### src/rtl/aec_pkg.sv
// Shared types, widths and constants of the arithmetic encoder.
`timescale 1ns / 1ps

package aec_pkg;

    // Defaults of the top-level parameters
    localparam int SYMBOLS_DEFAULT       = 16;
    localparam int PROB_BITS_DEFAULT     = 16;
    localparam int MIN_CODE_BITS_DEFAULT = 32;

    // Field widths
    localparam int OP_W       = 2;
    localparam int SYM_W      = 4;
    localparam int BOUNDARY_W = 17;
    localparam int CODE_W     = 32;
    localparam int COUNT_W    = 6;
    localparam int LOW_W      = 32;
    localparam int HIGH_W     = 33;
    localparam int S_TDATA_W  = 24;
    localparam int M_TDATA_W  = 40;

    // Interval constants, one is 2^32
    localparam logic [HIGH_W-1:0]  ONE_INTERVAL  = 33'h1_0000_0000;
    localparam logic [HIGH_W-1:0]  HALF_INTERVAL = 33'h0_8000_0000;
    localparam logic [HIGH_W:0]    MIN_WIDTH     = 34'd65536;
    localparam logic [COUNT_W-1:0] MAX_OUT_BITS  = 6'd32;

    // Operation codes carried on s_tuser
    typedef enum logic [OP_W-1:0] {
        OP_LOAD   = 2'd0,
        OP_ENCODE = 2'd1,
        OP_FLUSH  = 2'd2
    } op_t;

    // Sequencer states
    typedef enum logic [2:0] {
        ST_IDLE,
        ST_FETCH_HI,
        ST_FETCH_LO,
        ST_MUL,
        ST_SUM,
        ST_SCALE,
        ST_DONE
    } state_t;

    // Outcome of a rescale run
    typedef struct packed {
        logic [LOW_W-1:0]   low;
        logic [HIGH_W-1:0]  high;
        logic [CODE_W-1:0]  code;
        logic [COUNT_W-1:0] count;
    } rescale_res_t;

endpackage

### src/rtl/arithmetic_encoder_e1e2.sv
// Encode: the bit-serial interval multiply (PROB_BITS + 1 steps) runs first, then the one-bit
// rescale loop, which emits up to 32 bits. Load, flush and out-of-range items skip both;
// an empty or collapsed interval is refused after the multiply, before any rescale.
// One item is in work at a time; the next transfer is taken while a finished result still
// waits in the output register.
// Reset (aresetn low, synchronous): interval [0, 1), bit count zero, no result; table kept.
`timescale 1ns / 1ps

module arithmetic_encoder_e1e2 #(
    parameter int SYMBOLS       = aec_pkg::SYMBOLS_DEFAULT,
    parameter int PROB_BITS     = aec_pkg::PROB_BITS_DEFAULT,
    parameter int MIN_CODE_BITS = aec_pkg::MIN_CODE_BITS_DEFAULT
) (
    input  logic                            aclk,
    input  logic                            aresetn,
    input  logic                            s_tvalid,
    output logic                            s_tready,
    input  logic [aec_pkg::S_TDATA_W-1:0]   s_tdata,  // symbol[3:0], boundary[20:4], zero pad
    input  logic [aec_pkg::OP_W-1:0]        s_tuser,  // op[1:0]
    output logic                            m_tvalid,
    input  logic                            m_tready,
    output logic [aec_pkg::M_TDATA_W-1:0]   m_tdata,  // code_bits[31:0], bit_count[37:32], pad
    output logic                            m_tuser   // error
);

    localparam int IDX_W = (SYMBOLS > 1) ? $clog2(SYMBOLS) : 1;
    localparam int CW    = PROB_BITS + 1;
    localparam logic [24:0] ONE_CUM = 25'(1) << PROB_BITS;

    logic                             s_accept;
    aec_pkg::op_t                     s_op;
    logic [aec_pkg::SYM_W-1:0]        s_sym;
    logic [aec_pkg::BOUNDARY_W-1:0]   s_boundary;
    logic                             s_sym_ok;

    aec_pkg::state_t                  state_reg, state_next;
    logic [aec_pkg::LOW_W-1:0]        low_reg, low_next;
    logic [aec_pkg::HIGH_W-1:0]       high_reg, high_next;
    logic [aec_pkg::COUNT_W-1:0]      bits_sent_reg, bits_sent_next;
    logic [aec_pkg::SYM_W-1:0]        sym_reg, sym_next;
    logic [CW-1:0]                    c_hi_reg, c_hi_next;
    logic                             empty_reg, empty_next;
    logic [aec_pkg::CODE_W-1:0]       res_code_reg, res_code_next;
    logic [aec_pkg::COUNT_W-1:0]      res_count_reg, res_count_next;
    logic                             res_err_reg, res_err_next;
    logic                             m_tvalid_reg, m_tvalid_next;
    logic [aec_pkg::M_TDATA_W-1:0]    m_tdata_reg, m_tdata_next;
    logic                             m_tuser_reg, m_tuser_next;

    logic                             ram_we;
    logic [IDX_W-1:0]                 ram_waddr;
    logic [IDX_W-1:0]                 ram_raddr;
    logic [aec_pkg::BOUNDARY_W-1:0]   ram_rdata;
    logic [7:0]                       sym_prev;

    logic [CW-1:0]                    c_rd;
    logic [CW-1:0]                    c_lo;
    logic                             mul_start;
    logic [aec_pkg::HIGH_W-1:0]       width_cur;
    logic                             mul_done_hi;
    logic                             mul_done_lo;
    logic [aec_pkg::HIGH_W-1:0]       prod_hi;
    logic [aec_pkg::HIGH_W-1:0]       prod_lo;

    logic [aec_pkg::HIGH_W-1:0]       new_lo;
    logic [aec_pkg::HIGH_W-1:0]       new_hi;
    logic [aec_pkg::HIGH_W:0]         new_width;
    logic                             collapsed;
    logic                             scale_start;
    logic                             scale_done;
    aec_pkg::rescale_res_t            scale_res;
    logic [6:0]                       bits_sum;

    logic [6:0]                       flush_have;
    logic [6:0]                       flush_diff;
    logic [aec_pkg::COUNT_W-1:0]      flush_n;
    logic [aec_pkg::CODE_W-1:0]       flush_code;

    // Unpack the input transfer
    assign s_accept   = s_tvalid && s_tready;
    assign s_op       = aec_pkg::op_t'(s_tuser);
    assign s_sym      = s_tdata[aec_pkg::SYM_W-1:0];
    assign s_boundary = s_tdata[aec_pkg::SYM_W +: aec_pkg::BOUNDARY_W];
    assign s_sym_ok   = 9'(s_sym) < 9'(SYMBOLS);
    assign s_tready   = (state_reg == aec_pkg::ST_IDLE);

    // Cumulative table
    assign ram_we    = s_accept && (s_op == aec_pkg::OP_LOAD) && s_sym_ok;
    assign ram_waddr = IDX_W'(8'(s_sym));
    assign sym_prev  = 8'(sym_reg) - 8'd1;
    assign ram_raddr = (state_reg == aec_pkg::ST_IDLE) ? IDX_W'(8'(s_sym)) : IDX_W'(sym_prev);

    aec_ram #(
        .WIDTH (aec_pkg::BOUNDARY_W),
        .DEPTH (SYMBOLS)
    ) u_table (
        .aclk  (aclk),
        .we    (ram_we),
        .waddr (ram_waddr),
        .wdata (s_boundary),
        .raddr (ram_raddr),
        .rdata (ram_rdata)
    );

    // Saturate a table word to one
    assign c_rd = (25'(ram_rdata) > ONE_CUM) ? CW'(ONE_CUM) : CW'(25'(ram_rdata));
    assign c_lo = (sym_reg == '0) ? '0 : c_rd;

    // Both interval products run side by side
    assign mul_start = (state_reg == aec_pkg::ST_FETCH_LO);
    assign width_cur = high_reg - {1'b0, low_reg};

    aec_mul #(
        .PROB_BITS (PROB_BITS)
    ) u_mul_hi (
        .aclk      (aclk),
        .aresetn   (aresetn),
        .start     (mul_start),
        .width_in  (width_cur),
        .factor_in (c_hi_reg),
        .done      (mul_done_hi),
        .product   (prod_hi)
    );

    aec_mul #(
        .PROB_BITS (PROB_BITS)
    ) u_mul_lo (
        .aclk      (aclk),
        .aresetn   (aresetn),
        .start     (mul_start),
        .width_in  (width_cur),
        .factor_in (c_lo),
        .done      (mul_done_lo),
        .product   (prod_lo)
    );

    // Narrowed interval and collapse check
    assign new_lo      = {1'b0, low_reg} + prod_lo;
    assign new_hi      = {1'b0, low_reg} + prod_hi;
    assign new_width   = {1'b0, prod_hi} - {1'b0, prod_lo};
    assign collapsed   = empty_reg || (new_width < aec_pkg::MIN_WIDTH);
    assign scale_start = (state_reg == aec_pkg::ST_SUM) && !collapsed;

    aec_rescale u_rescale (
        .aclk    (aclk),
        .aresetn (aresetn),
        .start   (scale_start),
        .lo_in   (new_lo),
        .hi_in   (new_hi),
        .done    (scale_done),
        .res     (scale_res)
    );

    assign bits_sum = 7'(bits_sent_reg) + 7'(scale_res.count);

    // Flush length: reach the minimum code length, at least one bit, at most a word
    assign flush_have = 7'(bits_sent_reg);
    assign flush_diff = 7'(MIN_CODE_BITS) - flush_have;
    always_comb begin
        if (flush_have >= 7'(MIN_CODE_BITS)) begin
            flush_n = 6'd1;
        end else if (flush_diff > 7'(aec_pkg::MAX_OUT_BITS)) begin
            flush_n = aec_pkg::MAX_OUT_BITS;
        end else begin
            flush_n = 6'(flush_diff);
        end
        flush_code = aec_pkg::CODE_W'(1) << 5'(flush_n - 6'd1);
    end

    // Sequencer: next state and register updates
    always_comb begin
        state_next     = state_reg;
        low_next       = low_reg;
        high_next      = high_reg;
        bits_sent_next = bits_sent_reg;
        sym_next       = sym_reg;
        c_hi_next      = c_hi_reg;
        empty_next     = empty_reg;
        res_code_next  = res_code_reg;
        res_count_next = res_count_reg;
        res_err_next   = res_err_reg;
        m_tvalid_next  = m_tvalid_reg;
        m_tdata_next   = m_tdata_reg;
        m_tuser_next   = m_tuser_reg;

        // Drop the result once taken
        if (m_tvalid_reg && m_tready) begin
            m_tvalid_next = 1'b0;
        end

        unique case (state_reg)
            aec_pkg::ST_IDLE: begin
                if (s_accept) begin
                    sym_next       = s_sym;
                    res_code_next  = '0;
                    res_count_next = '0;
                    res_err_next   = 1'b0;
                    state_next     = aec_pkg::ST_DONE;
                    unique case (s_op)
                        aec_pkg::OP_LOAD: begin
                        end
                        aec_pkg::OP_ENCODE: begin
                            if (s_sym_ok) begin
                                state_next = aec_pkg::ST_FETCH_HI;
                            end else begin
                                res_err_next = 1'b1;
                            end
                        end
                        aec_pkg::OP_FLUSH: begin
                            res_code_next  = flush_code;
                            res_count_next = flush_n;
                            low_next       = '0;
                            high_next      = aec_pkg::ONE_INTERVAL;
                            bits_sent_next = '0;
                        end
                        default: begin
                        end
                    endcase
                end
            end
            aec_pkg::ST_FETCH_HI: begin
                c_hi_next  = c_rd;
                state_next = aec_pkg::ST_FETCH_LO;
            end
            aec_pkg::ST_FETCH_LO: begin
                empty_next = (c_hi_reg <= c_lo);
                state_next = aec_pkg::ST_MUL;
            end
            aec_pkg::ST_MUL: begin
                if (mul_done_hi && mul_done_lo) begin
                    state_next = aec_pkg::ST_SUM;
                end
            end
            aec_pkg::ST_SUM: begin
                if (collapsed) begin
                    res_err_next = 1'b1;
                    state_next   = aec_pkg::ST_DONE;
                end else begin
                    state_next = aec_pkg::ST_SCALE;
                end
            end
            aec_pkg::ST_SCALE: begin
                if (scale_done) begin
                    low_next       = scale_res.low;
                    high_next      = scale_res.high;
                    bits_sent_next = (bits_sum > 7'(aec_pkg::MAX_OUT_BITS)) ?
                                     aec_pkg::MAX_OUT_BITS : 6'(bits_sum);
                    res_code_next  = scale_res.code;
                    res_count_next = scale_res.count;
                    state_next     = aec_pkg::ST_DONE;
                end
            end
            aec_pkg::ST_DONE: begin
                // Hand the result to the output register once it is free
                if (!m_tvalid_reg || m_tready) begin
                    m_tvalid_next = 1'b1;
                    m_tdata_next  = aec_pkg::M_TDATA_W'({res_count_reg, res_code_reg});
                    m_tuser_next  = res_err_reg;
                    state_next    = aec_pkg::ST_IDLE;
                end
            end
            default: begin
                state_next = aec_pkg::ST_IDLE;
            end
        endcase
    end

    // Control state
    always_ff @(posedge aclk) begin
        if (!aresetn) begin
            state_reg     <= aec_pkg::ST_IDLE;
            low_reg       <= '0;
            high_reg      <= aec_pkg::ONE_INTERVAL;
            bits_sent_reg <= '0;
            m_tvalid_reg  <= 1'b0;
        end else begin
            state_reg     <= state_next;
            low_reg       <= low_next;
            high_reg      <= high_next;
            bits_sent_reg <= bits_sent_next;
            m_tvalid_reg  <= m_tvalid_next;
        end
    end

    // Payload
    always_ff @(posedge aclk) begin
        sym_reg       <= sym_next;
        c_hi_reg      <= c_hi_next;
        empty_reg     <= empty_next;
        res_code_reg  <= res_code_next;
        res_count_reg <= res_count_next;
        res_err_reg   <= res_err_next;
        m_tdata_reg   <= m_tdata_next;
        m_tuser_reg   <= m_tuser_next;
    end

    assign m_tvalid = m_tvalid_reg;
    assign m_tdata  = m_tdata_reg;
    assign m_tuser  = m_tuser_reg;

endmodule

### src/rtl/aec_ram.sv
// Generic single-write, single-read RAM with registered read data.
`timescale 1ns / 1ps

module aec_ram #(
    parameter int WIDTH = 17,
    parameter int DEPTH = 16
) (
    input  logic                     aclk,
    input  logic                     we,
    input  logic [$clog2(DEPTH)-1:0] waddr,
    input  logic [WIDTH-1:0]         wdata,
    input  logic [$clog2(DEPTH)-1:0] raddr,
    output logic [WIDTH-1:0]         rdata
);

    logic [WIDTH-1:0] mem [DEPTH];
    logic [WIDTH-1:0] rdata_reg;

    // Write one entry, register the read word
    always_ff @(posedge aclk) begin
        if (we) begin
            mem[waddr] <= wdata;
        end
        rdata_reg <= mem[raddr];
    end

    assign rdata = rdata_reg;

endmodule

### src/rtl/aec_mul.sv
// Bit-serial scaling multiplier: floor(width * factor / 2^PROB_BITS), one factor bit per cycle.
`timescale 1ns / 1ps

module aec_mul #(
    parameter int PROB_BITS = aec_pkg::PROB_BITS_DEFAULT
) (
    input  logic                        aclk,
    input  logic                        aresetn,
    input  logic                        start,
    input  logic [aec_pkg::HIGH_W-1:0]  width_in,
    input  logic [PROB_BITS:0]          factor_in,
    output logic                        done,
    output logic [aec_pkg::HIGH_W-1:0]  product
);

    localparam int STEP_W = $clog2(PROB_BITS + 1);

    logic                         busy_reg, busy_next;
    logic                         done_reg, done_next;
    logic [STEP_W-1:0]            step_reg, step_next;
    logic [aec_pkg::HIGH_W:0]     acc_reg, acc_next;
    logic [aec_pkg::HIGH_W-1:0]   w_reg, w_next;
    logic [PROB_BITS:0]           f_reg, f_next;
    logic [aec_pkg::HIGH_W:0]     sum;

    // Add the width for a set factor bit, then halve, lowest factor bit first
    always_comb begin
        sum       = acc_reg + (f_reg[0] ? {1'b0, w_reg} : '0);
        busy_next = busy_reg;
        done_next = 1'b0;
        step_next = step_reg;
        acc_next  = acc_reg;
        w_next    = w_reg;
        f_next    = f_reg;
        if (start) begin
            busy_next = 1'b1;
            step_next = '0;
            acc_next  = '0;
            w_next    = width_in;
            f_next    = factor_in;
        end else if (busy_reg) begin
            if (step_reg == STEP_W'(PROB_BITS)) begin
                acc_next  = sum;
                busy_next = 1'b0;
                done_next = 1'b1;
            end else begin
                acc_next  = sum >> 1;
                f_next    = f_reg >> 1;
                step_next = step_reg + 1'b1;
            end
        end
    end

    always_ff @(posedge aclk) begin
        if (!aresetn) begin
            busy_reg <= 1'b0;
            done_reg <= 1'b0;
        end else begin
            busy_reg <= busy_next;
            done_reg <= done_next;
        end
    end

    always_ff @(posedge aclk) begin
        step_reg <= step_next;
        acc_reg  <= acc_next;
        w_reg    <= w_next;
        f_reg    <= f_next;
    end

    assign done    = done_reg;
    assign product = acc_reg[aec_pkg::HIGH_W-1:0];

endmodule

### src/rtl/aec_rescale.sv
// Rescale shifter: one E1/E2 step and one emitted bit per cycle.
`timescale 1ns / 1ps

module aec_rescale (
    input  logic                        aclk,
    input  logic                        aresetn,
    input  logic                        start,
    input  logic [aec_pkg::HIGH_W-1:0]  lo_in,
    input  logic [aec_pkg::HIGH_W-1:0]  hi_in,
    output logic                        done,
    output aec_pkg::rescale_res_t       res
);

    logic                          busy_reg, busy_next;
    logic                          done_reg, done_next;
    logic [aec_pkg::HIGH_W-1:0]    lo_reg, lo_next;
    logic [aec_pkg::HIGH_W-1:0]    hi_reg, hi_next;
    logic [aec_pkg::CODE_W-1:0]    code_reg, code_next;
    logic [aec_pkg::COUNT_W-1:0]   count_reg, count_next;

    // Shift out a bit while both ends share a half, stop when full
    always_comb begin
        busy_next  = busy_reg;
        done_next  = 1'b0;
        lo_next    = lo_reg;
        hi_next    = hi_reg;
        code_next  = code_reg;
        count_next = count_reg;
        if (start) begin
            busy_next  = 1'b1;
            lo_next    = lo_in;
            hi_next    = hi_in;
            code_next  = '0;
            count_next = '0;
        end else if (busy_reg) begin
            priority if (count_reg == aec_pkg::MAX_OUT_BITS) begin
                busy_next = 1'b0;
                done_next = 1'b1;
            end else if (hi_reg <= aec_pkg::HALF_INTERVAL) begin
                lo_next    = lo_reg << 1;
                hi_next    = hi_reg << 1;
                code_next  = {code_reg[aec_pkg::CODE_W-2:0], 1'b0};
                count_next = count_reg + 1'b1;
            end else if (lo_reg >= aec_pkg::HALF_INTERVAL) begin
                lo_next    = (lo_reg - aec_pkg::HALF_INTERVAL) << 1;
                hi_next    = (hi_reg - aec_pkg::HALF_INTERVAL) << 1;
                code_next  = {code_reg[aec_pkg::CODE_W-2:0], 1'b1};
                count_next = count_reg + 1'b1;
            end else begin
                busy_next = 1'b0;
                done_next = 1'b1;
            end
        end
    end

    always_ff @(posedge aclk) begin
        if (!aresetn) begin
            busy_reg <= 1'b0;
            done_reg <= 1'b0;
        end else begin
            busy_reg <= busy_next;
            done_reg <= done_next;
        end
    end

    always_ff @(posedge aclk) begin
        lo_reg    <= lo_next;
        hi_reg    <= hi_next;
        code_reg  <= code_next;
        count_reg <= count_next;
    end

    assign done      = done_reg;
    assign res.low   = lo_reg[aec_pkg::LOW_W-1:0];
    assign res.high  = hi_reg;
    assign res.code  = code_reg;
    assign res.count = count_reg;

endmodule
### config.mk
export PLATFORM = sky130hd
export DESIGN_NAME = arithmetic_encoder_e1e2
export DESIGN_NICKNAME = d
export VERILOG_FILES = /design/src/rtl/aec_pkg.sv /design/src/rtl/arithmetic_encoder_e1e2.sv /design/src/rtl/aec_ram.sv /design/src/rtl/aec_mul.sv /design/src/rtl/aec_rescale.sv
export SDC_FILE = /design/constraint.sdc
export NUM_CORES = 2
export LEC_CHECK = 0
export BUFFER_PORTS_ARGS = -buffer_cell sky130_fd_sc_hd__buf_4
export CAP_MARGIN = 5
export CORE_ASPECT_RATIO = 0.8
export CORE_MARGIN = 2
export CORE_UTILIZATION = 64
export CTS_BUF_LIST = sky130_fd_sc_hd__clkbuf_4 sky130_fd_sc_hd__clkbuf_8 sky130_fd_sc_hd__clkbuf_16
export DETAILED_ROUTE_END_ITERATION = 7
export HOLD_SLACK_MARGIN = 0.12
export PLACE_DENSITY = 0.81
export SLEW_MARGIN = 10
export SYNTH_ARGS = -nofsm -noshare
export SYNTH_HDL_FRONTEND = slang
export SYNTH_SLANG_ARGS = --single-unit
### constraint.sdc
create_clock -name aclk -period 6.7 [get_ports aclk]
set_input_delay 0.335 -clock aclk [delete_from_list [all_inputs] [get_ports aclk]]
set_output_delay 0.335 -clock aclk [all_outputs]
set_load 0.005 [all_outputs]
==> impl_metrics.py <==
metrics = {
    "grt": {
        "antenna_found_initial": 2,
        "grt_pass1_wl_mm": 155,
        "grt_overflow": 0,
        "grt_max_degree": 81,
        "grt_usage": 0.319,
        "grt_pass1_vias": 27700,
    },
    "layout": {
        "fill_cells": 3975,
        "drive_above_1_share": 0.117,
        "multi_input_area_sq_mm": 0.0179,
        "largest_reg_flops": 272,
        "nets": 3752,
        "seq_area_sq_mm": 0.0194,
        "area_growth_pct": 10.9,
    },
    "logic_synthesis": {
        "synth.avg_cell_area_sq_um": 11.2,
        "synthTopCellsByCount": "edfxtp_1 (505), nand2_1 (284), a21oi_1 (268)",
        "synth_seq_cells": 719,
        "synth_top_area_cell": "edfxtp_1",
        "ys_async_sr_fraction": 0,
        "ys_seq_area_frac": 0.507,
        "netlist_top_cells_area": "edfxtp_1 (40%), dfxtp_1 (11%), ha_1 (7.3%)",
        "synth_edf_count": 505,
        "syn_area_sq_mm": 0.0384,
        "yosysMostFrequentCell": "edfxtp_1",
        "synthCells": 3431,
        "synth_top_area_frac": 0.395,
        "yosysWarnings": 0,
        "synth-main-ff-cell": "edfxtp_1",
        "ys_types": 91,
    },
    "power": {
        "ir_drop_v": 0.000381,
        "p_per_area_mw_per_mm2": 447,
        "power_frac_comb": 0.428,
        "p_sw_frac": 0.386,
        "power_frac_clock": 0.235,
        "power.switching_mw": 7.34,
        "p_leak_nw": 16.6,
        "seqPwrFrac": 0.338,
        "p_int_mw": 11.7,
    },
    "drt": {
        "vias_per_cell": 6.59,
        "via_count": 28500,
        "first_pass_iters": 5,
        "totalWireLength_mm": 99.3,
        "drc": 0,
        "drt_iter0_markers": 3474,
        "wl_per_cell_um": 22.9,
        "antenna_left": 0,
    },
    "floorplan": {
        "die-area_sq_mm": 0.0620,
        "rows": 80,
        "die_h_um": 223,
        "die_x_um": 278,
        "coreArea_sq_mm": 0.0595,
        "initial_core_util": 0.646,
        "io_pins": 73,
    },
    "timing": {
        "layout_min_cycle_time_ns": 5.02,
        "setup_violations": 0,
        "holdWs_ns": 0.319,
        "rsz0062_at_grt": "false",
        "tightest_slew_ns": 1.29,
        "final_max_slew_viol_count": 0,
        "timing.fmax_mhz": 199,
        "fin_crit_sh": 0.750,
        "hold_viol": 0,
        "clock_skew_ns": 0.0201,
        "finalSetupTns_ns": 0,
        "slew_headroom": 0.138,
    },
    "worst_hold_path": {
        "whs_endpoint": "state_reg[1]",
        "min-delay-path-class": "primary input to flop",
        "min_path_cells": 4,
        "min_from": "s_tuser[1]",
    },
    "clock_network": {
        "cts.repair.resized": 0,
        "post_cts_buffers": 0,
        "cts_buffers": 72,
        "clock_latency_ns": 0.63,
        "clockRootBuffer": "clkbuf_16",
        "clk_path_buf_depth": 3,
        "cts_tree": "done",
        "path_clk_slew_ns": 0.07,
        "cts.sinks": 719,
        "htreeDepth": 3,
    },
    "worst_setup_path": {
        "r2r_slack_ns": 1.68,
        "arrival_ns": 5.40,
        "cp_slowest_cell": "o31ai_1",
        "start_kind": "flop",
        "r2r_end": "u_mul_hi.w_reg[32]",
        "path_class": "flop to flop",
        "crit_buf_inv": 1,
        "max_stage_delay_ns": 0.79,
        "cp_data_required_time_ns": 7.07,
        "endpoint_kind": "flop",
        "crit_family": "compound AO/OA/AOI/OAI gates",
        "worstSetupStartpoint": "low_reg[2]",
        "path_cells": "inv_1 > ha_1 > nor2b_1 > o31ai_1 > a211oi_1 > o31ai_1 > o21ai_0 > nor3_1 > o31ai_1 > o41ai_1 > o21ai_0 > a21oi_1 > xor2_1",
        "worstPathMaxFanout": 4,
        "reg2regPathDepth": 13,
        "crit_path_frequent_cell": "o31ai_1",
        "r2r-start": "low_reg[2]",
    },
    "placed_design": {
        "hpwl_mm": 66.6,
        "gp_congestion": 0.930,
        "portBuffers": 67,
    },
    "run": {
        "cap_violations": 0,
    },
    "status": {
        "run_status": "complete, no violations",
    },
}
==> worst min-delay path, stage by stage <==
cell and delay (ns):
buf_4 0.11, nor2b_1 0.09, o211a_1 0.21, nor3_1 0.14
==> worst max path at each step <==
stage	endpoint	slack, ns	depth (start not counted)
floorplan	u_rescale.hi_reg[0]	1.81	15
global placement	u_mul_lo.acc_reg[32]	1.75	14
detailed placement	u_mul_lo.acc_reg[32]	1.67	14
CTS	u_mul_lo.acc_reg[32]	1.67	14
global route	u_mul_hi.acc_reg[32]	1.44	15
finish	u_mul_hi.w_reg[32]	1.68	13
==> metrics by stage <==
| step | cells | setup slack (ns) | util | power [mW] | cell area (sq um) |
|---|---|---|---|---|---|
| after floorplan | 3432 | 1.81 | - | 12.3 | 38400 |
| after CTS | 4328 | 1.67 | 0.716 | 18.9 | 42600 |
| after global routing | 4329 | 1.44 | 0.716 | 20.1 | 42600 |
| after global placement | 4172 | 1.75 | 0.668 | 14.1 | 39700 |
| final | 4330 | 1.68 | 0.716 | 19.0 | 42600 |
| after detailed placement | 4172 | 1.67 | 0.668 | 14.3 | 39700 |
==> routing by layer <==
layer,vias to the layer above,track usage,part of all wire
li1,12900,-,-
met1,13900,0.469,0.43
met2,1476,0.486,0.44
met3,209,0.0608,0.098
met4,0,0.0940,0.027
met5,-,0,0
==> what timing repair did <==
item | CTS | global route
endpoints found under the setup margin | 0 | 0
hold buffers | 23 | 0
hold endpoints to repair | 278 | 0
==> cells by family after synthesis <==
logic type / count (synthesis) / share of synthesized area
XOR/XNOR: 164 / 0.0374
buffers and inverters: 296 / 0.0305
flip-flops: 719 / 0.507
AO/OA/AOI/OAI: 889 / 0.150
multiplexers: 201 / 0.0788
adder cells (fa/ha/maj): 231 / 0.0765
other: 1 / 0.0000977
AND/OR/NAND/NOR: 930 / 0.120
==> cell usage in the layout, fill, tap and decap left out, types with 82 or more instances in the layout <==
cell,netlist,routed
edfxtp_1,505,505
nand2_1,284,281
a21oi_1,268,264
ha_1,225,225
dfxtp_1,214,213
nor2_1,201,192
o21ai_0,169,169
inv_1,143,143
nor2b_1,131,131
buf_4,5,110
xnor2_1,102,102
a21o_1,82,82
==> power by group through the flow <==
stage                     clock network, mW  logic, mW  registers (mW)
final                                  4.47       8.14            6.42
after global routing                   4.66       8.90            6.49
after CTS                              4.49       8.00            6.41
after detailed placement                  0       7.85            6.49
after global placement                    0       7.60            6.46
after floorplan                           0       6.14            6.14
==> area by class of cell <==
| class | instances | area share |
|---|---|---|
| flip-flops and latches | 719 | 0.457 |
| multi-input cells | 2417 | 0.420 |
| clock inverters | 39 | 0.0135 |
| well taps | 779 | 0.0229 |
| repair buffers | 135 | 0.0256 |
| diodes | 1 | 0.0000588 |
| inverters | 146 | 0.0129 |
| clock buffers | 94 | 0.0481 |
Power figures use the tool's default switching activity.
